<file path="src/hdl/clt_pkg.sv">
`default_nettype none

package clt_pkg;

  localparam int unsigned QueueDepth = 4;
  localparam int unsigned ResMax     = 3;

  // result kinds
  localparam logic [2:0] KindParamByte = 3'd0;
  localparam logic [2:0] KindParamEnd  = 3'd1;
  localparam logic [2:0] KindCommand   = 3'd2;
  localparam logic [2:0] KindSender    = 3'd3;
  localparam logic [2:0] KindTarget    = 3'd4;
  localparam logic [2:0] KindLineOk    = 3'd5;
  localparam logic [2:0] KindLineErr   = 3'd6;

  // error codes
  localparam logic [3:0] ErrShort       = 4'd0;
  localparam logic [3:0] ErrBadType     = 4'd1;
  localparam logic [3:0] ErrEscAtEnd    = 4'd2;
  localparam logic [3:0] ErrUnknownEsc  = 4'd3;
  localparam logic [3:0] ErrIdLength    = 4'd4;
  localparam logic [3:0] ErrFeatLength  = 4'd5;
  localparam logic [3:0] ErrNoSender    = 4'd6;
  localparam logic [3:0] ErrNoFeature   = 4'd7;
  localparam logic [3:0] ErrNoTarget    = 4'd8;

  // register indexes
  localparam logic RegLegacyMode = 1'b0;
  localparam logic RegHubId      = 1'b1;

  localparam logic [7:0] ChS         = 8'h73;
  localparam logic [7:0] ChN         = 8'h6E;
  localparam logic [7:0] ChBackslash = 8'h5C;
  localparam logic [7:0] ChSpace     = 8'h20;
  localparam logic [7:0] ChNewline   = 8'h0A;
  localparam logic [7:0] ChB         = 8'h42;
  localparam logic [7:0] ChC         = 8'h43;
  localparam logic [7:0] ChD         = 8'h44;
  localparam logic [7:0] ChE         = 8'h45;
  localparam logic [7:0] ChF         = 8'h46;
  localparam logic [7:0] ChH         = 8'h48;
  localparam logic [7:0] ChI         = 8'h49;
  localparam logic [7:0] ChU         = 8'h55;

  typedef enum logic [1:0] {
    RoleParam,
    RoleSender,
    RoleTarget,
    RoleFeature
  } role_e;

  typedef struct packed {
    logic [7:0] in_byte;
    logic       line_end;
  } in_item_t;

  typedef struct packed {
    logic [2:0]  kind;
    logic [7:0]  out_byte;
    logic [31:0] word_value;
    logic [3:0]  error_code;
    logic        last_of_run;
  } out_item_t;

  typedef struct packed {
    logic [1:0]                  count;
    out_item_t [ResMax-1:0]      items;
  } bundle_t;

  function automatic logic type_valid(logic [7:0] t);
    return t inside {ChB, ChC, ChD, ChE, ChF, ChH, ChI, ChU};
  endfunction

  function automatic logic needs_sender(logic [7:0] t);
    return t inside {ChB, ChD, ChE, ChF};
  endfunction

  function automatic logic needs_target(logic [7:0] t);
    return t inside {ChD, ChE};
  endfunction

  function automatic role_e token_role(logic [7:0] t, logic ss, logic ts, logic fs);
    role_e r;
    if (needs_sender(t) && !ss) r = RoleSender;
    else if (needs_target(t) && !ts) r = RoleTarget;
    else if (t == ChF && !fs) r = RoleFeature;
    else r = RoleParam;
    return r;
  endfunction

  function automatic out_item_t mk_item(logic [2:0] k, logic [7:0] b, logic [31:0] w,
                                        logic [3:0] e);
    out_item_t it;
    it.kind        = k;
    it.out_byte    = b;
    it.word_value  = w;
    it.error_code  = e;
    it.last_of_run = 1'b0;
    return it;
  endfunction

endpackage

`default_nettype wire

</file>
<file path="src/hdl/clt_front.sv">
`default_nettype none

module clt_front (
  input  wire logic               clk_i,
  input  wire logic               rst_ni,
  input  wire logic               legacy_mode_i,
  input  wire logic [31:0]        hub_id_i,
  input  wire logic               in_valid_i,
  output logic                    in_stall_o,
  input  wire clt_pkg::in_item_t  in_item_i,
  input  wire logic               q_full_i,
  output logic                    q_push_o,
  output clt_pkg::bundle_t        q_data_o
);

  logic [3:0]  pos_q, pos_d;
  logic [7:0]  lt_q, lt_d;
  logic [23:0] cmd_q, cmd_d;
  logic        esc_q, esc_d;
  logic        ss_q, ss_d;
  logic        ts_q, ts_d;
  logic        fs_q, fs_d;
  logic [2:0]  tl_q, tl_d;
  logic [2:0]  tm5_q, tm5_d;
  logic [31:0] idc_q, idc_d;
  logic        disc_q, disc_d;

  logic                                  accept;
  logic [1:0]                            nres;
  clt_pkg::out_item_t [clt_pkg::ResMax-1:0] items;

  assign accept     = in_valid_i & ~q_full_i;
  assign in_stall_o = q_full_i;

  always_comb begin
    logic [7:0]     c;
    logic           eol;
    logic [3:0]     hlen;
    logic [3:0]     first;
    logic [3:0]     sh;
    logic           fin;
    logic           app;
    logic [7:0]     app_byte;
    clt_pkg::role_e role;

    c        = in_item_i.in_byte;
    eol      = in_item_i.line_end;
    hlen     = legacy_mode_i ? 4'd7 : 4'd4;
    first    = legacy_mode_i ? 4'd4 : 4'd1;
    sh       = '0;
    fin      = 1'b0;
    app      = 1'b0;
    app_byte = c;
    role     = clt_pkg::RoleParam;

    pos_d  = pos_q;
    lt_d   = lt_q;
    cmd_d  = cmd_q;
    esc_d  = esc_q;
    ss_d   = ss_q;
    ts_d   = ts_q;
    fs_d   = fs_q;
    tl_d   = tl_q;
    tm5_d  = tm5_q;
    idc_d  = idc_q;
    disc_d = disc_q;
    nres   = '0;
    items  = '0;

    if (disc_d) begin
      // rest of line dropped
    end else if (pos_d < hlen) begin
      if (!legacy_mode_i && pos_d == 4'd0) lt_d = c;
      if (pos_d >= first && (pos_d - first) < 4'd3) begin
        sh = pos_d - first;
        cmd_d[8*sh[1:0] +: 8] = c;
      end
      if (pos_d == hlen - 4'd1) begin
        if (legacy_mode_i) lt_d = clt_pkg::ChC;
        if (!clt_pkg::type_valid(lt_d)) begin
          items[nres] = clt_pkg::mk_item(clt_pkg::KindLineErr, '0, '0, clt_pkg::ErrBadType);
          nres = nres + 2'd1;
          disc_d = 1'b1;
        end else begin
          items[nres] = clt_pkg::mk_item(clt_pkg::KindCommand, lt_d, {8'h00, cmd_d}, '0);
          nres = nres + 2'd1;
          if (lt_d == clt_pkg::ChI) begin
            items[nres] = clt_pkg::mk_item(clt_pkg::KindSender, '0, hub_id_i, '0);
            nres = nres + 2'd1;
          end
        end
      end else if (eol) begin
        items[nres] = clt_pkg::mk_item(clt_pkg::KindLineErr, '0, '0, clt_pkg::ErrShort);
        nres = nres + 2'd1;
        disc_d = 1'b1;
      end
      pos_d = pos_d + 4'd1;
    end else if (pos_d == hlen) begin
      pos_d = pos_d + 4'd1;
    end else begin
      if (esc_d) begin
        esc_d = 1'b0;
        if (c == clt_pkg::ChS) begin
          app = 1'b1;
          app_byte = clt_pkg::ChSpace;
        end else if (c == clt_pkg::ChN) begin
          app = 1'b1;
          app_byte = clt_pkg::ChNewline;
        end else if (c == clt_pkg::ChBackslash) begin
          app = 1'b1;
          app_byte = clt_pkg::ChBackslash;
        end else if (c == clt_pkg::ChSpace && legacy_mode_i) begin
          app = 1'b1;
          app_byte = clt_pkg::ChSpace;
        end else begin
          items[nres] = clt_pkg::mk_item(clt_pkg::KindLineErr, '0, '0,
                                         clt_pkg::ErrUnknownEsc);
          nres = nres + 2'd1;
          disc_d = 1'b1;
        end
      end else if (c == clt_pkg::ChBackslash) begin
        esc_d = 1'b1;
        if (eol) begin
          items[nres] = clt_pkg::mk_item(clt_pkg::KindLineErr, '0, '0,
                                         clt_pkg::ErrEscAtEnd);
          nres = nres + 2'd1;
          disc_d = 1'b1;
        end
      end else if (c == clt_pkg::ChSpace) begin
        fin = 1'b1;
      end else begin
        app = 1'b1;
      end
    end

    if (app) begin
      role = clt_pkg::token_role(lt_d, ss_d, ts_d, fs_d);
      case (role)
        clt_pkg::RoleParam: begin
          items[nres] = clt_pkg::mk_item(clt_pkg::KindParamByte, app_byte, '0, '0);
          nres = nres + 2'd1;
        end
        clt_pkg::RoleSender, clt_pkg::RoleTarget: begin
          if (tl_d < 3'd4) idc_d[8*tl_d[1:0] +: 8] = app_byte;
        end
        default: begin
          tm5_d = (tm5_d >= 3'd4) ? 3'd0 : tm5_d + 3'd1;
        end
      endcase
      if (tl_d < 3'd5) tl_d = tl_d + 3'd1;
    end

    if (eol && !disc_d && pos_d >= hlen && tl_d != 3'd0) fin = 1'b1;

    if (fin) begin
      role = clt_pkg::token_role(lt_d, ss_d, ts_d, fs_d);
      case (role)
        clt_pkg::RoleSender, clt_pkg::RoleTarget: begin
          if (tl_d != 3'd4) begin
            items[nres] = clt_pkg::mk_item(clt_pkg::KindLineErr, '0, '0,
                                           clt_pkg::ErrIdLength);
            nres = nres + 2'd1;
            disc_d = 1'b1;
          end else if (role == clt_pkg::RoleSender) begin
            items[nres] = clt_pkg::mk_item(clt_pkg::KindSender, '0, idc_d, '0);
            nres = nres + 2'd1;
            ss_d = 1'b1;
          end else begin
            items[nres] = clt_pkg::mk_item(clt_pkg::KindTarget, '0, idc_d, '0);
            nres = nres + 2'd1;
            ts_d = 1'b1;
          end
        end
        clt_pkg::RoleFeature: begin
          if (tm5_d != 3'd0) begin
            items[nres] = clt_pkg::mk_item(clt_pkg::KindLineErr, '0, '0,
                                           clt_pkg::ErrFeatLength);
            nres = nres + 2'd1;
            disc_d = 1'b1;
          end else begin
            fs_d = 1'b1;
          end
        end
        default: begin
          items[nres] = clt_pkg::mk_item(clt_pkg::KindParamEnd, '0, '0, '0);
          nres = nres + 2'd1;
        end
      endcase
      tl_d  = '0;
      tm5_d = '0;
      idc_d = '0;
    end

    if (eol && !disc_d && pos_d >= hlen) begin
      if (clt_pkg::needs_sender(lt_d) && !ss_d) begin
        items[nres] = clt_pkg::mk_item(clt_pkg::KindLineErr, '0, '0, clt_pkg::ErrNoSender);
      end else if (lt_d == clt_pkg::ChF && !fs_d) begin
        items[nres] = clt_pkg::mk_item(clt_pkg::KindLineErr, '0, '0, clt_pkg::ErrNoFeature);
      end else if (clt_pkg::needs_target(lt_d) && !ts_d) begin
        items[nres] = clt_pkg::mk_item(clt_pkg::KindLineErr, '0, '0, clt_pkg::ErrNoTarget);
      end else begin
        items[nres] = clt_pkg::mk_item(clt_pkg::KindLineOk, '0, '0, '0);
      end
      nres = nres + 2'd1;
    end

    if (eol) begin
      pos_d  = '0;
      lt_d   = '0;
      cmd_d  = '0;
      esc_d  = 1'b0;
      ss_d   = 1'b0;
      ts_d   = 1'b0;
      fs_d   = 1'b0;
      tl_d   = '0;
      tm5_d  = '0;
      idc_d  = '0;
      disc_d = 1'b0;
    end

    if (nres != 2'd0) items[nres - 2'd1].last_of_run = 1'b1;
  end

  assign q_push_o       = accept && (nres != 2'd0);
  assign q_data_o.count = nres;
  assign q_data_o.items = items;

  always_ff @(posedge clk_i or negedge rst_ni) begin
    if (!rst_ni) begin
      pos_q  <= '0;
      lt_q   <= '0;
      cmd_q  <= '0;
      esc_q  <= 1'b0;
      ss_q   <= 1'b0;
      ts_q   <= 1'b0;
      fs_q   <= 1'b0;
      tl_q   <= '0;
      tm5_q  <= '0;
      idc_q  <= '0;
      disc_q <= 1'b0;
    end else if (accept) begin
      pos_q  <= pos_d;
      lt_q   <= lt_d;
      cmd_q  <= cmd_d;
      esc_q  <= esc_d;
      ss_q   <= ss_d;
      ts_q   <= ts_d;
      fs_q   <= fs_d;
      tl_q   <= tl_d;
      tm5_q  <= tm5_d;
      idc_q  <= idc_d;
      disc_q <= disc_d;
    end
  end

endmodule

`default_nettype wire

</file>
<file path="src/hdl/clt_queue.sv">
`default_nettype none

module clt_queue #(
  parameter int unsigned Depth = clt_pkg::QueueDepth
) (
  input  wire logic              clk_i,
  input  wire logic              rst_ni,
  input  wire logic              push_i,
  input  wire clt_pkg::bundle_t  data_i,
  output logic                   full_o,
  input  wire logic              pop_i,
  output logic                   empty_o,
  output clt_pkg::bundle_t       head_o
);

  localparam int unsigned PtrW = (Depth > 1) ? $clog2(Depth) : 1;
  localparam int unsigned CntW = $clog2(Depth + 1);

  clt_pkg::bundle_t mem_q [Depth];
  logic [PtrW-1:0]  wr_q, wr_d;
  logic [PtrW-1:0]  rd_q, rd_d;
  logic [CntW-1:0]  cnt_q, cnt_d;
  logic             do_push;
  logic             do_pop;

  assign full_o  = (cnt_q == CntW'(Depth));
  assign empty_o = (cnt_q == '0);
  assign head_o  = mem_q[rd_q];
  assign do_push = push_i & ~full_o;
  assign do_pop  = pop_i & ~empty_o;

  always_comb begin
    wr_d  = wr_q;
    rd_d  = rd_q;
    cnt_d = cnt_q;
    if (do_push) wr_d = (wr_q == PtrW'(Depth - 1)) ? '0 : wr_q + PtrW'(1);
    if (do_pop)  rd_d = (rd_q == PtrW'(Depth - 1)) ? '0 : rd_q + PtrW'(1);
    if (do_push && !do_pop) cnt_d = cnt_q + CntW'(1);
    else if (!do_push && do_pop) cnt_d = cnt_q - CntW'(1);
  end

  always_ff @(posedge clk_i or negedge rst_ni) begin
    if (!rst_ni) begin
      wr_q  <= '0;
      rd_q  <= '0;
      cnt_q <= '0;
    end else begin
      wr_q  <= wr_d;
      rd_q  <= rd_d;
      cnt_q <= cnt_d;
    end
  end

  always_ff @(posedge clk_i) begin
    if (do_push) mem_q[wr_q] <= data_i;
  end

endmodule

`default_nettype wire

</file>
<file path="src/hdl/clt_back.sv">
`default_nettype none

module clt_back (
  input  wire logic                clk_i,
  input  wire logic                rst_ni,
  input  wire logic                q_empty_i,
  input  wire clt_pkg::bundle_t    q_head_i,
  output logic                     q_pop_o,
  output logic                     out_valid_o,
  input  wire logic                out_stall_i,
  output clt_pkg::out_item_t       out_item_o
);

  logic [1:0]         idx_q, idx_d;
  logic               valid_q, valid_d;
  clt_pkg::out_item_t item_q;
  logic               load;
  logic               take;
  logic               last;

  assign load    = ~valid_q | ~out_stall_i;
  assign take    = load & ~q_empty_i;
  assign last    = (idx_q == q_head_i.count - 2'd1);
  assign q_pop_o = take & last;

  always_comb begin
    idx_d   = idx_q;
    valid_d = valid_q;
    if (take) begin
      idx_d   = last ? 2'd0 : idx_q + 2'd1;
      valid_d = 1'b1;
    end else if (load) begin
      valid_d = 1'b0;
    end
  end

  always_ff @(posedge clk_i or negedge rst_ni) begin
    if (!rst_ni) begin
      idx_q   <= '0;
      valid_q <= 1'b0;
    end else begin
      idx_q   <= idx_d;
      valid_q <= valid_d;
    end
  end

  always_ff @(posedge clk_i) begin
    if (take) item_q <= q_head_i.items[idx_q];
  end

  assign out_valid_o = valid_q;
  assign out_item_o  = item_q;

endmodule

`default_nettype wire

</file>
<file path="src/hdl/command_line_tokenizer_unit.sv">
// Command line tokenizer: one raw byte per input transfer, line_end on the
// last byte of each line; results come out as typed records (command,
// sender, target, param byte, param end, line ok, line error).
// Input channel: in_valid_i / in_stall_o / in_item_i. Output channel:
// out_valid_o / out_stall_i / out_item_o. last_of_run marks the final
// result caused by one byte. Registers (legacy_mode at 0x0, hub_id at 0x4)
// are written over the APB port; the user must write them only while the
// unit is idle, which the unit itself does not enforce. A byte's first
// result passes through the bundle queue and then the output register;
// further results of the same byte follow one per cycle while the
// receiver does not stall. Bytes are taken one per cycle while they give
// at most one result each and the receiver does not stall; the output
// register delivers one result per cycle while not stalled, and bytes
// giving two or three results are absorbed by the QueueDepth-entry
// bundle queue between the front and back end. Reset clears all line
// state, the queue and the output valid flag; legacy_mode resets to 0
// and hub_id to all ones. When the receiver stalls, the output record
// holds, the queue fills and in_stall_o rises once the queue is full.
`default_nettype none

module command_line_tokenizer_unit #(
  parameter int unsigned QueueDepth = clt_pkg::QueueDepth
) (
  input  wire logic                clk_i,
  input  wire logic                rst_ni,
  input  wire logic                psel,
  input  wire logic                penable,
  input  wire logic                pwrite,
  input  wire logic [2:0]          paddr,
  input  wire logic [31:0]         pwdata,
  output logic [31:0]              prdata,
  output logic                     pready,
  input  wire logic                in_valid_i,
  output logic                     in_stall_o,
  input  wire clt_pkg::in_item_t   in_item_i,
  output logic                     out_valid_o,
  input  wire logic                out_stall_i,
  output clt_pkg::out_item_t       out_item_o
);

  logic             legacy_q;
  logic [31:0]      hub_q;
  logic             reg_wr;
  logic             q_full;
  logic             q_push;
  logic             q_empty;
  logic             q_pop;
  clt_pkg::bundle_t q_wdata;
  clt_pkg::bundle_t q_head;

  assign pready = 1'b1;
  assign reg_wr = psel & penable & pwrite & pready;

  always_ff @(posedge clk_i or negedge rst_ni) begin
    if (!rst_ni) begin
      legacy_q <= 1'b0;
      hub_q    <= '1;
    end else if (reg_wr) begin
      case (paddr[2])
        clt_pkg::RegLegacyMode: legacy_q <= pwdata[0];
        clt_pkg::RegHubId:      hub_q    <= pwdata;
        default: ;
      endcase
    end
  end

  always_comb begin
    case (paddr[2])
      clt_pkg::RegLegacyMode: prdata = {31'd0, legacy_q};
      clt_pkg::RegHubId:      prdata = hub_q;
      default:                prdata = '0;
    endcase
  end

  clt_front u_front (
    .clk_i         (clk_i),
    .rst_ni        (rst_ni),
    .legacy_mode_i (legacy_q),
    .hub_id_i      (hub_q),
    .in_valid_i    (in_valid_i),
    .in_stall_o    (in_stall_o),
    .in_item_i     (in_item_i),
    .q_full_i      (q_full),
    .q_push_o      (q_push),
    .q_data_o      (q_wdata)
  );

  clt_queue #(
    .Depth (QueueDepth)
  ) u_queue (
    .clk_i   (clk_i),
    .rst_ni  (rst_ni),
    .push_i  (q_push),
    .data_i  (q_wdata),
    .full_o  (q_full),
    .pop_i   (q_pop),
    .empty_o (q_empty),
    .head_o  (q_head)
  );

  clt_back u_back (
    .clk_i       (clk_i),
    .rst_ni      (rst_ni),
    .q_empty_i   (q_empty),
    .q_head_i    (q_head),
    .q_pop_o     (q_pop),
    .out_valid_o (out_valid_o),
    .out_stall_i (out_stall_i),
    .out_item_o  (out_item_o)
  );

endmodule

`default_nettype wire
</file>
<file path="config.mk">
export PLATFORM = sky130hd
export DESIGN_NAME = command_line_tokenizer_unit
export DESIGN_NICKNAME = d
export VERILOG_FILES = /design/src/hdl/clt_pkg.sv /design/src/hdl/clt_front.sv /design/src/hdl/clt_queue.sv /design/src/hdl/clt_back.sv /design/src/hdl/command_line_tokenizer_unit.sv
export SDC_FILE = /design/constraint.sdc
export NUM_CORES = 1
export LEC_CHECK = 0
export ABC_AREA = 1
export ABC_CLOCK_PERIOD_IN_PS = 25000
export BUFFER_PORTS_ARGS = -buffer_cell sky130_fd_sc_hd__buf_2
export CELL_PAD_IN_SITES_DETAIL_PLACEMENT = 0
export CELL_PAD_IN_SITES_GLOBAL_PLACEMENT = 1
export CORE_MARGIN = 1.5
export CORE_UTILIZATION = 50
export DETAILED_ROUTE_END_ITERATION = 6
export PLACE_DENSITY = 0.91
export SLEW_MARGIN = 30
export SYNTH_ARGS = -nofsm -noshare
export SYNTH_HDL_FRONTEND = slang
export SYNTH_SLANG_ARGS = --single-unit
</file>
<file path="constraint.sdc">
create_clock -name clk_i -period 25 [get_ports clk_i]
set_input_delay 1.25 -clock clk_i [delete_from_list [all_inputs] [get_ports clk_i]]
set_output_delay 1.25 -clock clk_i [all_outputs]
set_load 0.02 [all_outputs]
</file>
==> results of run 1 <==
[cells by family after synthesis]
| logic type | after synthesis | synth area share (%) |
|---|---|---|
| compound gates | 766 | 13.4 |
| xor+xnor | 7 | 0.178 |
| mux | 48 | 1.51 |
| simple gates | 1155 | 14.0 |
| flops | 754 | 63.9 |
| fa+ha+maj | 41 | 1.51 |
| other cells | 1 | 0.0109 |
| buf+inv | 479 | 5.47 |
[power by group through the flow]
stage                     sequential (mW)  combinational (mW)  clock (mW)
after global routing                 1.69                1.46        1.26
after detailed placement             1.70                1.32           0
after CTS                            1.68                1.33        1.21
final                                1.67                1.35        1.20
after global placement               1.69                1.31           0
after floorplan                      1.74               0.859           0
[metrics by stage]
step | setup WS [ns] | cells | hold WS, ns | util [%] | cell area [um2]
after floorplan | 13.67 | 3251 | 0.453 | - | 34500
after global placement | 15.64 | 4104 | 0.469 | 52.3 | 35800
after detailed placement | 15.65 | 4104 | 0.474 | 52.3 | 35800
after CTS | 15.60 | 4247 | 0.488 | 56.2 | 38500
after global routing | 14.86 | 4249 | 0.495 | 56.3 | 38500
final | 15.62 | 4249 | 0.485 | 56.3 | 38500
[path summary, 6_finish.rpt]
path,to,start,slack (ns),depth (start not counted)
max in group asynchronous,u_queue.rd_q[1],rst_ni,22.74,2
min in group asynchronous,u_front.idc_q[18],rst_ni,0.75,1
hold / removal,u_front.idc_q[6],u_front.idc_q[6],0.48,2
setup / recovery,u_queue.mem_q[1][104],legacy_q,15.62,38
setup reg to reg,u_queue.mem_q[1][104],legacy_q,15.62,38
hold reg to reg,u_front.idc_q[6],u_front.idc_q[6],0.48,2
[Yosys cell counts, drive strengths merged (2+ instances only)]
master	instances
o221ai	76
or2	8
o211ai	22
a22oi	11
buf	36
o32ai	3
a31oi	8
mux2	32
inv	275
xor2	6
clkinv	7
o2111ai	2
a32o	28
dfrtp	90
ha	40
nand4	35
nor3	30
mux2i	16
edfxtp	632
a32oi	3
nor4	9
o22ai	140
nand2	456
o21ai	404
nor2	481
o31ai	3
a21oi	63
clkbuf	161
nand3	132
dfstp	32
[worst min-delay path, delay by kind of cell, from the launching register on]
family          cells  cell delay [ns]
flops               1             0.34
compound gates      1             0.06
simple gates        1             0.05
[routing by layer]
layer,routed length (um),vias to the layer above,global-route usage (%)
met5,10,-,0
met2,44700,1295,41.8
met3,9940,191,5.36
met4,3900,2,11.7
met1,39000,12300,37.6
li1,-,11700,-
[area by class of cell]
| class | count | share of cell area, % |
|---|---|---|
| clock buffers | 95 | 5.29 |
| well taps | 882 | 2.87 |
| clock inverters | 48 | 1.55 |
| inverters | 282 | 2.78 |
| flip-flops and latches | 754 | 57.3 |
| multi-input cells | 2018 | 27.5 |
| repair buffers | 170 | 2.68 |
[state kept, by name (all words and copies together) (netlist names), 2 cells and up]
register	flops
u_queue.rd_q	2
u_back.idx_q	2
u_queue.mem_q	584
u_queue.wr_q	2
u_front.tm5_q	3
u_front.idc_q	32
hub_q	32
u_front.cmd_q	24
u_front.lt_q	8
u_front.tl_q	3
u_front.pos_q	4
u_queue.cnt_q	3
u_back.out_item_o	48
==> metrics, run 1 <==
Combinational Power Share between 30% and 40%; initial antenna violation count 2; Synth Cell Area between 30000 and 40000 um2; Async SR Flop Fraction between 10% and 20%; Fmax around 110 MHz; Vias about 25k; ANT cells 0; synth warn 0; #FFs+latches synth 754; Post-route DRC 0; vias in the first global route roughly 24k; post-DR wirelength/cell between 20 and 25 um; outcome complete, no violations; area of the multi-input gates about 11000 um2; NetSw between 1.5 and 2 mW; Die Area 70600 um2; Avg Cell Area, Syn about 11 um2; Buf/Inv on CP 9; Remaining Overflow, GRT 0; Starting Density approximately 50%; slowest cell on the critical path buf_4; drt first-iter violations about 3.5k; CP max FO 65; Mapped Nets 3343; CP required 25.25 ns; Storage cell area 22100 um2; Power Internal 2.66 mW; # hold bufs at CTS 0; Rows 96; CP delay by family, top simple AND/OR/NAND/NOR gates; Synth top area share a little over half; Die W 266 um; cts repair resizes 0; clock tree root driver cell clkbuf_16; max-cap check violation count 0; post-route setup TNS 0 ns; post-layout min period 9.38 ns; Setup-failing EPs final 0; largest net degree at the start of global routing ~150; Critical Setup Path Class reg -> reg; most frequent cells in the layout edfxtp_1 (632), nor2_1 (467), nand2_1 (442); share of cells above drive strength 1 about an eighth; latest clock arrival within the worst-skew pair about 0.65 ns; final cycle utilization of the critical path 37.5%; prevailing post-synth register cell edfxtp_1; Flop pwr share between 30% and 40%; htree depth 3; ranking of synthesized cells by area edfxtp_1 (55%), dfrtp_1 (6.5%), o21ai_0 (5.3%); DRT antenna net count 0; core area slightly below 70000 um2; Crit path largest cell delay between 0.8 and 0.9 ns; register area share after synthesis a little under two thirds; Post-synth EDFFs around 630; Max Slew Vio Count 0; First-pass DRT Iterations 5; most common cell after layout, fill and taps aside edfxtp_1; Chip Height about 270 um; clk sinks 754; Setup crit start kind register; area leader, netlist edfxtp_1; final wirelength about 100000 um; DR vias/cell ~6.0; CTS tree done; hpwl dp 60400 um; Tightest Hold Check Type reg -> reg; Pwr Total ~4.2 mW; CP Data Arrival Time between 9 and 10 ns; Slew headroom 33.2%; GRT Total Usage a little over a quarter; Worst setup EP type register; Final Hold Viols 0; post-CTS setup repair buffer count 0; unrepaired setup endpoints after global routing no; Syn Inst Count 3251; PD cells around 110 nW/um2; Area Overhead vs Synth 11.6%; Yosys cell types between 60 and 70; GPL Wtd Cong 0.956; actual slew at the worst max-slew pin 1.00 ns; Net Sw Frac a little under two fifths; Final #Nets 3396; CTS clk-pin slew, worst paths roughly 0.060 ns; CTS Buffer Depth 3; Layout Skew between 0.02 and 0.03 ns; first-pass GRT wire length 145000 um; fill count ~5.6k; VDD IR max between 70 and 80 uV; Port-buffer cells 130; CTS Buf Count 78; Leakage between 10 and 15 nW; boundary pin count approximately 130; Clock power frac roughly 28%; crit-path most repeated cell nand2_1
(Power assumes the default switching activity.)
==> run 2: changes to the inputs <==
ABC_CLOCK_PERIOD_IN_PS = 9210   (was 25000)
clock period = 9.21 ns   (was 25 ns; I/O delays follow)
==> metrics, run 2 (synthesis results as in run 1) <==
outcome complete, no violations; Starting Density between 50% and 60%; post-route setup TNS 0 ns; clock tree root driver cell clkbuf_16; Fmax between 100 and 150 MHz; CTS Buf Count 76; Largest register FFs between 500 and 600; worst reg2reg startpoint legacy_q; final wirelength ~97000 um; post-CTS setup repair buffer count 0; hpwl dp roughly 62000 um; Crit path largest cell delay 0.72 ns; Chip Height 266 um; DRT antenna net count 0; most common cell after layout, fill and taps aside edfxtp_1; share of cells above drive strength 1 roughly an eighth; CP max FO 20; unrepaired setup endpoints after global routing no; max-cap check violation count 0; Area Overhead vs Synth 11.5%; latest clock arrival within the worst-skew pair 0.64 ns; Leakage between 10 and 15 nW; PD cells 294 nW/um2; Rows 96; DR vias/cell 6.02; Setup crit start kind register; reg-to-reg setup timing slack roughly 1.4 ns; Remaining Overflow, GRT 0; Die W 266 um; Hold Path End u_back.out_valid_o; min-delay src out_stall_i; Vias between 20k and 30k; Die Area approximately 71000 um2; boundary pin count 134; crit-path most repeated cell nand2_1; # hold bufs at CTS 0; htree depth 3; FF-to-FF End u_queue.mem_q[0][67]; VDD IR max ~170 uV; vias in the first global route approximately 24k; Setup-failing EPs final 0; Post-Place Cell Area 35900 um2; ANT cells 0; First-pass DRT Iterations 6; GRT Total Usage 27.3%; Max Slew Vio Count 0; CTS clk-pin slew, worst paths approximately 0.06 ns; post-DR wirelength/cell around 23 um; Tightest Hold Check Type in -> reg; CP Data Arrival Time around 8 ns; Slew headroom approximately 28%; Layout Skew between 0.02 and 0.03 ns; first-pass GRT wire length about 150000 um; largest net degree at the start of global routing ~110; cts repair resizes 0; Port-buffer cells 130; final cycle utilization of the critical path between 80 and 90%; core area about 70000 um2; post-layout min period 7.80 ns; clk sinks 754; Post-route DRC 0; Final #Nets between 3k and 4k; Worst setup EP type register; slowest cell on the critical path ha_1; FF-to-FF path depth 37; CTS tree done; Critical Setup Path Class reg -> reg; Min-Delay Path Depth 3; Final Hold Viols 0; CTS Buffer Depth 3; Biggest register u_queue.mem_q; Final Instance Area approximately 38000 um2; drt first-iter violations approximately 3.3k; most frequent cells in the layout edfxtp_1 (632), nor2_1 (468), nand2_1 (442); GPL Wtd Cong approximately 0.98; initial antenna violation count 1; CP required 9.51 ns; actual slew at the worst max-slew pin 1.08 ns
run 2: cell count changes in the layout (fill, tap and decap cells not counted), moves of 2 or more:
cell and change:
bufinv_16 -4, inv_16 +2, buf_12 +4, clkinv_2 +3
buf_16 -2, clkinvlp_4 +4, clkbuf_1 -2, buf_6 +3
run 2: routing by layer:
metal / vias to the layer above / track usage (%) / share of wire, %
met5: - / 0 / 0.020
met4: 2 / 11.5 / 3.9
met3: 182 / 4.37 / 10
met2: 1328 / 41.4 / 45
met1: 12400 / 39.2 / 41
li1: 11700 / - / -
run 2: report_power, final:
| group | internal (mW) | switching (mW) | leakage (nW) |
|---|---|---|---|
| Combinational | 1.01 | 2.60 | 5.77 |
| Sequential | 4.30 | 0.258 | 7.55 |
| Clock | 1.80 | 1.33 | 1.22 |
run 2: stage by stage:
stage	cells	hold slack (ns)	total power, mW	worst slack (ns)	utilization (%)
2_1_floorplan	3251	0.165	7.04	-2.12	-
3_3_place_gp	4110	0.467	8.14	1.56	52.5
3_5_place_dp	4110	0.473	8.19	1.52	52.5
4_1_cts	4252	0.0398	11.3	1.48	56.2
5_1_grt	4252	0.0594	11.8	0.653	56.2
6_report	4252	0.0575	11.3	1.41	56.2
run 2: worst max-delay path, delay by kind of cell (launching register included):
kind	cells	cell delay, ns
buf+inv	8	1.41
fa+ha+maj	3	1.52
flops	1	0.58
compound gates	4	0.59
simple gates	22	3.33
run 2: layout make-up:
cell class                 instances  area (um2)
inverter                         282        1070
clock inverter                    49         523
multi-input combinational       2018       10600
sequential                       754       22100
tap                              882        1100
clock buffer                      93        2020
timing repair buffer             174        1080
fill                            5639       30000
run 2: worst max path at each step:
| stage | start | end | slack, ns | cells past startpoint |
|---|---|---|---|---|
| after floorplan | legacy_q | u_queue.mem_q[0][0] | -2.12 | 38 |
| after global placement | legacy_q | u_queue.mem_q[0][23] | 1.56 | 37 |
| after detailed placement | legacy_q | u_queue.mem_q[0][67] | 1.52 | 37 |
| after CTS | legacy_q | u_queue.mem_q[0][35] | 1.48 | 37 |
| after global routing | legacy_q | u_queue.mem_q[0][71] | 0.65 | 37 |
| final | legacy_q | u_queue.mem_q[0][67] | 1.41 | 37 |
